[config.mk]
export PLATFORM = sky130hd
export DESIGN_NAME = angle_window_trigger_lockout
export DESIGN_NICKNAME = d
export VERILOG_FILES = /design/src/hw/rtl/awtl_pkg.sv /design/src/hw/rtl/angle_window_trigger_lockout.sv
export VERILOG_INCLUDE_DIRS = /design/src /design/src/hw/rtl
export SDC_FILE = /design/constraint.sdc
export NUM_CORES = 1
export LEC_CHECK = 0
export ABC_AREA = 0
export BUFFER_PORTS_ARGS = -buffer_cell sky130_fd_sc_hd__buf_2
export CAP_MARGIN = 30
export CELL_PAD_IN_SITES_DETAIL_PLACEMENT = 0
export CELL_PAD_IN_SITES_GLOBAL_PLACEMENT = 1
export CORE_AREA = 2 2 187 207
export DETAILED_ROUTE_END_ITERATION = 8
export DIE_AREA = 0 0 189 209
export GPL_TIMING_DRIVEN = 0
export PLACE_DENSITY = 0.52
export SYNTH_ARGS = -nofsm -noshare
export SYNTH_HDL_FRONTEND = slang
export SYNTH_SLANG_ARGS = --single-unit
export TNS_END_PERCENT = 1
[constraint.sdc]
create_clock -name clk -period 9.2 [get_ports clk]
set_clock_uncertainty 0.1 [all_clocks]
set_input_delay 1.84 -clock clk [delete_from_list [all_inputs] [get_ports clk]]
set_output_delay 1.84 -clock clk [all_outputs]
set_load 0.02 [all_outputs]
[src/hw/rtl/angle_window_trigger_lockout_assert.svh]
// Assertion macros for the angle window trigger block.
// Included by angle_window_trigger_lockout.sv; depends on nothing else.
`ifndef ANGLE_WINDOW_TRIGGER_LOCKOUT_ASSERT_SVH
`define ANGLE_WINDOW_TRIGGER_LOCKOUT_ASSERT_SVH

// Same-cycle implication, checked outside reset
`define AWTL_ASSERT_NOW(label, clk, rst_n, ante, cons) \
    label: assert property (@(posedge clk) disable iff (!rst_n) (ante) |-> (cons)) \
        else $error("awtl: same-cycle check failed");

// Next-cycle implication, checked outside reset
`define AWTL_ASSERT_NEXT(label, clk, rst_n, ante, cons) \
    label: assert property (@(posedge clk) disable iff (!rst_n) (ante) |=> (cons)) \
        else $error("awtl: next-cycle check failed");

`endif

[src/hw/rtl/awtl_pkg.sv]
// Types and constants for the angle window trigger block.
// No dependencies; imported by angle_window_trigger_lockout.
package awtl_pkg;

    // Item kinds
    localparam logic CmdSample = 1'b0;
    localparam logic CmdTick   = 1'b1;

    // Register map, index = paddr[3:2]
    typedef enum logic [1:0] {
        REG_TARGET_ANGLE    = 2'd0,
        REG_RATE_SIGN       = 2'd1,
        REG_REARM_MS        = 2'd2,
        REG_TOLERANCE_CENTI = 2'd3
    } awtl_reg_t;

    localparam int unsigned AddrWidth = 4;

    // Widths of registers and state
    localparam int unsigned TargetWidth = 9;
    localparam int unsigned MsWidth     = 10;

    // Fixed-point scaling: angle_raw*180*100 vs (centre +/- tol) << 15
    localparam int unsigned FullScaleShift = 15;
    localparam logic signed [31:0] AngleScale  = 32'sd18000;
    localparam logic signed [15:0] CentiPerDeg = 16'sd100;

    // Reset values and limits
    localparam logic signed [TargetWidth-1:0] TargetReset = 9'sd30;
    localparam logic                          RateSignReset = 1'b1;
    localparam logic [MsWidth-1:0]            RearmReset = 10'd500;
    localparam logic [MsWidth-1:0]            RearmMin   = 10'd20;
    localparam logic [MsWidth-1:0]            TolReset   = 10'd50;

    typedef struct packed {
        logic               command;
        logic signed [15:0] rate_raw;
        logic signed [15:0] angle_raw;
    } awtl_item_t;

    typedef struct packed {
        logic fire;
        logic armed_now;
    } awtl_result_t;

endpackage

[src/hw/rtl/angle_window_trigger_lockout.sv]
// Angle window trigger with millisecond lockout, top level.
// Depends on awtl_pkg and angle_window_trigger_lockout_assert.svh.
//
//  channel  | direction | handshake                    | beat
//  ---------+-----------+------------------------------+-----------------------------
//  sample   | in        | sample_valid / sample_stall  | awtl_item_t (sample or tick)
//  result   | out       | result_valid / result_stall  | awtl_result_t (fire, armed)
//  apb      | in/out    | psel / penable / pready      | 32-bit register write/read
//
// One beat per cycle while the result is not stalled; a result is registered
// after its beat is taken (item register, then result register).
// The window compare and lockout update sit between those two registers.
// Reset (rst_n low): armed, lockout at zero, registers at their defaults.
// A stalled result holds the pipe; the item register still takes a beat
// when it is empty.

`include "angle_window_trigger_lockout_assert.svh"

module angle_window_trigger_lockout (
    input  logic                               clk,
    input  logic                               rst_n,
    // sample channel
    input  logic                               sample_valid,
    output logic                               sample_stall,
    input  awtl_pkg::awtl_item_t               sample,
    // result channel
    output logic                               result_valid,
    input  logic                               result_stall,
    output awtl_pkg::awtl_result_t             result,
    // configuration port
    input  logic                               psel,
    input  logic                               penable,
    input  logic                               pwrite,
    input  logic [awtl_pkg::AddrWidth-1:0]     paddr,
    input  logic [31:0]                        pwdata,
    output logic [31:0]                        prdata,
    output logic                               pready
);
    import awtl_pkg::*;

    // Configuration registers
    logic signed [TargetWidth-1:0] target_reg;
    logic                          rate_sign_reg;
    logic [MsWidth-1:0]            rearm_reg;
    logic [MsWidth-1:0]            tol_reg;

    // Block state
    logic               armed_reg, armed_next;
    logic [MsWidth-1:0] lockout_reg, lockout_next;

    // Pipeline registers
    logic         item_valid_reg;
    awtl_item_t   item_reg;
    logic         result_valid_reg;
    awtl_result_t result_reg;
    awtl_result_t result_next;

    logic      item_advance;
    logic      cfg_write;
    awtl_reg_t cfg_index;

    // Window compare terms
    logic signed [31:0] scaled;
    logic signed [15:0] centre;
    logic signed [15:0] hi_centi;
    logic signed [15:0] lo_centi;
    logic signed [31:0] hi_bound;
    logic signed [31:0] lo_bound;
    logic               sign_ok;
    logic               in_window;
    logic               fire;
    logic [MsWidth-1:0] lockout_dec;

    // APB decode
    assign pready    = 1'b1;
    assign cfg_write = psel && penable && pwrite && pready;
    assign cfg_index = awtl_reg_t'(paddr[AddrWidth-1:2]);

    always_comb
    begin
        unique case (cfg_index)
            REG_TARGET_ANGLE:    prdata = 32'($signed(target_reg));
            REG_RATE_SIGN:       prdata = {31'd0, rate_sign_reg};
            REG_REARM_MS:        prdata = {22'd0, rearm_reg};
            REG_TOLERANCE_CENTI: prdata = {22'd0, tol_reg};
            default:             prdata = 32'd0;
        endcase
    end

    always_ff @(posedge clk or negedge rst_n)
    begin
        if (!rst_n)
        begin
            target_reg    <= TargetReset;
            rate_sign_reg <= RateSignReset;
            rearm_reg     <= RearmReset;
            tol_reg       <= TolReset;
        end
        else if (cfg_write)
        begin
            unique case (cfg_index)
                REG_TARGET_ANGLE:    target_reg    <= $signed(pwdata[TargetWidth-1:0]);
                REG_RATE_SIGN:       rate_sign_reg <= pwdata[0];
                REG_REARM_MS:
                begin
                    // short lockouts saturate to the minimum
                    if (pwdata[MsWidth-1:0] < RearmMin)
                        rearm_reg <= RearmMin;
                    else
                        rearm_reg <= pwdata[MsWidth-1:0];
                end
                REG_TOLERANCE_CENTI: tol_reg       <= pwdata[MsWidth-1:0];
                default:             ;
            endcase
        end
    end

    // Handshake: item register moves on when the result register is free
    assign item_advance = !result_valid_reg || !result_stall;
    assign sample_stall = item_valid_reg && !item_advance;
    assign result_valid = result_valid_reg;
    assign result       = result_reg;

    // Window in 0.01 degree units, scaled by 2^15
    assign scaled   = $signed({{16{item_reg.angle_raw[15]}}, item_reg.angle_raw}) * AngleScale;
    assign centre   = $signed({{(16-TargetWidth){target_reg[TargetWidth-1]}}, target_reg})
                      * CentiPerDeg;
    assign hi_centi = centre + $signed({{(16-MsWidth){1'b0}}, tol_reg});
    assign lo_centi = centre - $signed({{(16-MsWidth){1'b0}}, tol_reg});
    assign hi_bound = $signed({hi_centi[15], hi_centi, {FullScaleShift{1'b0}}});
    assign lo_bound = $signed({lo_centi[15], lo_centi, {FullScaleShift{1'b0}}});
    assign in_window = (scaled <= hi_bound) && (scaled >= lo_bound);

    // Zero rate never qualifies
    assign sign_ok = rate_sign_reg ? (!item_reg.rate_raw[15] && (item_reg.rate_raw != 16'sd0))
                                   : item_reg.rate_raw[15];

    assign lockout_dec = (lockout_reg != '0) ? lockout_reg - MsWidth'(1) : lockout_reg;

    // Trigger and lockout update
    always_comb
    begin
        armed_next   = armed_reg;
        lockout_next = lockout_reg;
        fire         = 1'b0;
        if (item_reg.command == CmdTick)
        begin
            if (!armed_reg)
            begin
                lockout_next = lockout_dec;
                if (lockout_dec == '0)
                    armed_next = 1'b1;
            end
        end
        else if (armed_reg && sign_ok && in_window)
        begin
            fire         = 1'b1;
            armed_next   = 1'b0;
            lockout_next = rearm_reg;
        end
        result_next.fire      = fire;
        result_next.armed_now = armed_next;
    end

    // Item register
    always_ff @(posedge clk or negedge rst_n)
    begin
        if (!rst_n)
            item_valid_reg <= 1'b0;
        else if (!sample_stall)
            item_valid_reg <= sample_valid;
    end

    always_ff @(posedge clk)
    begin
        if (sample_valid && !sample_stall)
            item_reg <= sample;
    end

    // State and result register
    always_ff @(posedge clk or negedge rst_n)
    begin
        if (!rst_n)
        begin
            armed_reg        <= 1'b1;
            lockout_reg      <= '0;
            result_valid_reg <= 1'b0;
        end
        else if (item_advance)
        begin
            result_valid_reg <= item_valid_reg;
            if (item_valid_reg)
            begin
                armed_reg   <= armed_next;
                lockout_reg <= lockout_next;
            end
        end
    end

    always_ff @(posedge clk)
    begin
        if (item_advance && item_valid_reg)
            result_reg <= result_next;
    end

    // Checks
    `AWTL_ASSERT_NOW(a_fire_disarms, clk, rst_n,
        result_valid && result.fire, !result.armed_now)
    `AWTL_ASSERT_NOW(a_armed_no_lockout, clk, rst_n,
        armed_reg, lockout_reg == '0)
    `AWTL_ASSERT_NOW(a_rearm_floor, clk, rst_n,
        1'b1, rearm_reg >= RearmMin)
    `AWTL_ASSERT_NEXT(a_disarm_loads, clk, rst_n,
        armed_reg && item_valid_reg && item_advance && fire, lockout_reg >= RearmMin)
    `AWTL_ASSERT_NEXT(a_result_tracks_state, clk, rst_n,
        item_valid_reg && item_advance, result.armed_now == armed_reg)

endmodule
Yosys cells after proc, flatten, opt, wreduce, memory -nomap -nowiden

Cells that the tools add are included.

Bits in registers: 78
Logic and storage cells: 63

Add/subtract/negate cells: 3
Multiply operators: 2
$lt $le $gt $ge: 3
Eq/ne operators: 4
Mux-type cells: 12
Reduce and logical (&&, ||, !) cells: 26

Operators by type and width:

| kind                   | count |
|---|---|
| $pmux 32 s4            | 1 |
| $mux 10                | 5 |
| $ge 32x31->1           | 1 |
| $le 32x31->1           | 1 |
| $mul 16x12->28 const B | 1 |
| $add 16x11->16         | 1 |
| $reduce_bool 16->1     | 1 |
| $sub 16x11->16         | 1 |
| $mul 9x6->14 const B   | 1 |
| $logic_not 10->1       | 1 |
| $lt 10x5->1 const B    | 1 |
| $reduce_and 2->1       | 5 |
| $reduce_bool 10->1     | 1 |
| $sub 10x1->10 const B  | 1 |
| $logic_and 1x1->1      | 9 |
| $mux 1                 | 6 |
| $logic_not 1->1        | 5 |
| $eq 2x2->1 const B     | 2 |
| $reduce_and 4->1       | 1 |
| $eq 2x1->1 const B     | 1 |
| $logic_not 2->1        | 1 |
| $ne 2x2->1 const B     | 1 |
| $reduce_bool 2->1      | 1 |
| $logic_or 1x1->1       | 1 |

Depth between registers and ports, before layout

Depth after elaboration: 7
Mapped depth: 30
Mapped depth without buffers: 29

Worst setup path after synthesis

Ideal clock, no wire load.

Path kind: reg2reg
Start: register item_reg[7] (netlist bit)
End: register lockout_reg[9]
Setup time: 0.131 ns
Data arrival time: 6.493 ns
Required time: 8.969 ns
Slack: 2.476 ns
Stages on the path, launching flop included: 30
Path buffers: 0
Cell sequence: edfxtp_1 ha_1 ha_1 inv_1 fa_1 inv_1 fa_1 ha_1 a21o_2 a21oi_1 o21bai_1 a21o_1 a21oi_1 o21ai_0 a211oi_1 o21a_1 o21ai_0 a21oi_1 xnor2_1 ha_1 nand3_1 nor2_1 a21o_1 nor2_1 o41ai_2 o31ai_1 a222oi_1 nor4_2 and3_1 or3_1

Word-level cells in the longest chain between the ends: 6
Elaborated cells between the ends (all ways): 7
Those cells by class: mul (1); order compare (2); reduce/logical (4)

Ends and longest elaborated chain:

| what                                         | RTL line                            | text |
|---|---|---|
| start, declared                              | angle_window_trigger_lockout.sv:53  | `awtl_item_t item_reg;` |
| start signal, assigned                       | angle_window_trigger_lockout.sv:177 | `item_reg <= sample;` |
| $mul 16x12->28 (*)                           | angle_window_trigger_lockout.sv:125 | `assign scaled = $signed({{16{item_reg.angle_raw[15]}}, item_reg.angle_raw}) * AngleScale;` |
| $le 32x31->1 or $ge 32x31->1 (tied branches) | angle_window_trigger_lockout.sv:132 | `assign in_window = (scaled <= hi_bound) && (scaled >= lo_bound);` |
| $logic_and 1x1->1 (*)                        | angle_window_trigger_lockout.sv:132 |  |
| $logic_and 1x1->1 (*)                        | angle_window_trigger_lockout.sv:155 | `else if (armed_reg && sign_ok && in_window)` |
| $reduce_bool 2->1 (no source line) (*)       | -                                   |  |
| $reduce_and 4->1 (no source line) (*)        | -                                   |  |
| end signal, assigned                         | angle_window_trigger_lockout.sv:195 | `lockout_reg <= lockout_next;` |
| end, declared                                | angle_window_trigger_lockout.sv:49  | `logic [MsWidth-1:0] lockout_reg, lockout_next;` |

Mark *: on every way between the ends. The rest lies on a longest branch, timed or not.
A chain may end at the register's enable or synchronous reset.

Worst setup path in the final report

Ends and elaborated chain as after synthesis.

==> flow_summary_export.csv <==
group,metric,value,unit
worst_setup_path,crit_fanout,5,
synthesis,syn_area,9210,um^2
synthesis,syn_avg_cell_area,9.60,um^2
clocking,postCtsHoldBufs,0,
grt,gr-usage-all-layers,12.8,%
grt,grt_max_degree,34,
route,antenna_left,0,
route,wire_per_inst,15.5,um
timing,finalWorstSetupSlack,1.23,ns
timing,maxSlewHeadroom,35.9,%
grt,grt_util_met2,21.3,%
worst_setup_path,rr_startpoint,"item_reg[7]",
synthesis,synth_ff_type,"edfxtp_1",
route,drt-total-wl,24200,um
clocking,path_clk_slew,0.07,ns
worst_setup_path,critPathRequiredTime,9.34,ns
clocking,post_cts_buffers,0,
route,via_count,7037,
final_layout,num_antenna_cells,0,
placed_design,dpl.hpwl,20300,um
timing,rsz0062_at_grt,"false",
route,drc,0,
hold_path,hold-path-endpoint,"rearm_reg[4]",
clocking,ctsResizeCount,0,
grt,grt_use_met3,2.05,%
hold_path,min_from,"rearm_reg[4]",
synthesis,async_reset_ff_share,55.1,%
worst_setup_path,critPathMaxStageDelay,0.78,ns
synthesis,synth-seq-cells,78,
grt,grt_overflow,0,
worst_setup_path,setup.worst_path.start,"item_reg[7]",
die,die_area,39500,um^2
clocking,clkSinkCount,78,
die,die_height,209,um
grt,grt_pass1_wl,39800,um
clocking,numCtsBuffers,9,
hold_path,hold_class,"register to register",
die,initial_utilization,24.5,%
grt,grt_pass1_vias,7311,
final_layout,fillCellCount,3962,
route,drt_iter0_markers,286,
worst_setup_path,startpoint_type,"register",
run_status,status,"finished clean",
worst_setup_path,reg2reg_to,"lockout_reg[9]",
synthesis,syn_nets,1238,
synthesis,seq_area_frac_synth,23.3,%
timing,max_freq,125,MHz
placed_design,io_buffers,85,
route,vias_per_cell,4.50,
timing,min_period,7.97,ns
die,die_w,189,um
final_layout,syn_to_final_growth,15.2,%
timing,hold_viol_final,0,
clocking,cts_tree,"built",
worst_setup_path,arrival,8.11,ns
placed_design,preCtsSetupSlack,1.20,ns
final_layout,largest_register_ffs,33,
worst_setup_path,path_common_cell,"ha_1",
grt,busiest_layer,"met2",
grt,use_met1,17.2,%
placed_design,gp_congestion,0.762,
grt,antenna_found_initial,0,
worst_setup_path,reg2reg_slack,1.23,ns
die,design.core.area,37600,um^2
timing,drv_slew,0,
timing,fin_crit_sh,86.6,%
clocking,cts.path.max_buffers,2,
clocking,htree_levels,3,
synthesis,synth-edff-count,35,
worst_setup_path,crit_type,"register to register",
die,num_io_pins,113,
timing,tightest_slew,0.959,ns
worst_setup_path,slowest_stage,"a222oi_1",
clocking,cts-root-buf,"clkbuf_16",
hold_path,holdPathStages,2,
timing,fin_setup_tns,0,ns
worst_setup_path,r2r_cells,29,
timing,setup_violations,0,
run,maxCapViolCount,0,
final_layout,drive_above_1_share,17.8,%
synthesis,synthCells,960,
die,rows,75,
route,drtPass1Iterations,4,
final_layout,fin_nets,1336,
worst_setup_path,cp-end-kind,"register",
clocking,clkLatencyLatePin,0.36,ns
synthesis,yosys_warnings,0,
synthesis,synth_cell_types,85,
==> cell usage after synthesis, types with 12 or more instances <==
library cell | instances | area share [%]
a21o_1 | 15 | 1.2
a21oi_1 | 49 | 2.7
buf_4 | 23 | 1.9
clkbuf_1 | 14 | 0.57
dfrtp_1 | 28 | 7.6
dfstp_2 | 15 | 4.3
edfxtp_1 | 35 | 11
fa_1 | 44 | 9.6
ha_1 | 158 | 21
inv_1 | 93 | 3.8
mux2_2 | 14 | 1.7
mux2i_1 | 15 | 1.6
nand2_1 | 61 | 2.5
nand3_1 | 15 | 0.81
nor2_1 | 58 | 2.4
nor3_1 | 15 | 0.81
nor4_1 | 12 | 0.81
o21a_1 | 13 | 1.1
o21ai_0 | 39 | 2.1
xnor2_1 | 46 | 4.4
xor2_1 | 18 | 1.7
==> layout by cell type (no fill, tap or decap), types with 4 or more instances in the layout <==
cell type,count
ha_1,158
inv_1,93
buf_2,87
nand2_1,61
nor2_1,58
a21oi_1,49
xnor2_1,46
fa_1,44
o21ai_0,39
edfxtp_1,35
dfrtp_1,28
buf_4,24
xor2_1,18
nand3_1,15
mux2i_1,15
a21o_1,15
dfstp_2,15
clkbuf_1,14
mux2_2,14
nor3_1,14
o21a_1,13
nor4_1,12
o22ai_1,11
nand2b_1,11
clkbuf_16,11
nand4_1,10
o21bai_1,8
or3_1,8
a211oi_1,8
nor2b_1,8
and3_1,7
a31oi_1,6
o31ai_1,6
o21ai_1,5
nor3b_1,5
and2_1,4
o221ai_1,4
or4_1,4
a22o_1,4
==> cells by family (layout without fill, tap and decap cells) <==
group / after synthesis / count (layout) / synth area share (%)
other cells: 1 / 1 / 0.0407
fa+ha+maj: 202 / 202 / 31.0
simple gates: 234 / 234 / 12.8
mux: 32 / 32 / 3.83
compound gates: 212 / 212 / 16.2
flops: 78 / 78 / 23.3
xor+xnor: 65 / 65 / 6.26
buf+inv: 136 / 239 / 6.59
==> worst max-delay path, delay by kind of cell, from the launching register on <==
kind            cells  cell delay [ns]
compound gates     14             3.51
simple gates        6             1.18
fa+ha+maj           6             2.28
xor+xnor            1             0.14
buf+inv             2             0.11
flops               1             0.55
==> metal layers <==
layer / wire length (um) / vias to the layer above
met2: 11200 / 87
met4: 422 / 0
met5: 0 / -
li1: - / 3622
met1: 11900 / 3306
met3: 687 / 22
==> cell type report <==
type,instances,area (um^2),area share [%]
inverters,95,357,3.36
repair buffers,87,453,4.27
plain buffers,41,250,2.36
clock buffers,12,283,2.66
clock inverters,4,31.3,0.295
well taps,500,626,5.89
flip-flops and latches,78,2150,20.2
multi-input cells,746,6470,60.9
==> metrics by stage <==
stage | hold slack (ns) | area [um^2] | utilization, % | instances
floorplan | 0.342 | 9210 | - | 960
global placement | 0.373 | 10300 | 27.3 | 1545
detailed placement | 0.377 | 10300 | 27.4 | 1547
CTS | 0.388 | 10600 | 28.2 | 1563
global route | 0.412 | 10600 | 28.2 | 1563
finish | 0.383 | 10600 | 28.2 | 1563
==> worst max path at each step <==
stage                     end  slack [ns]  depth (start not counted)
5_1_grt        lockout_reg[9]        0.68                         29
3_3_place_gp   lockout_reg[9]        1.18                         29
3_5_place_dp   lockout_reg[9]        1.20                         29
4_1_cts        lockout_reg[9]        1.17                         29
6_report       lockout_reg[9]        1.23                         29
2_1_floorplan  lockout_reg[9]        2.48                         29
Power is left out: the tool's default activity adds up to more than one toggle a clock period on the data nets, which glitch-free logic cannot reach.
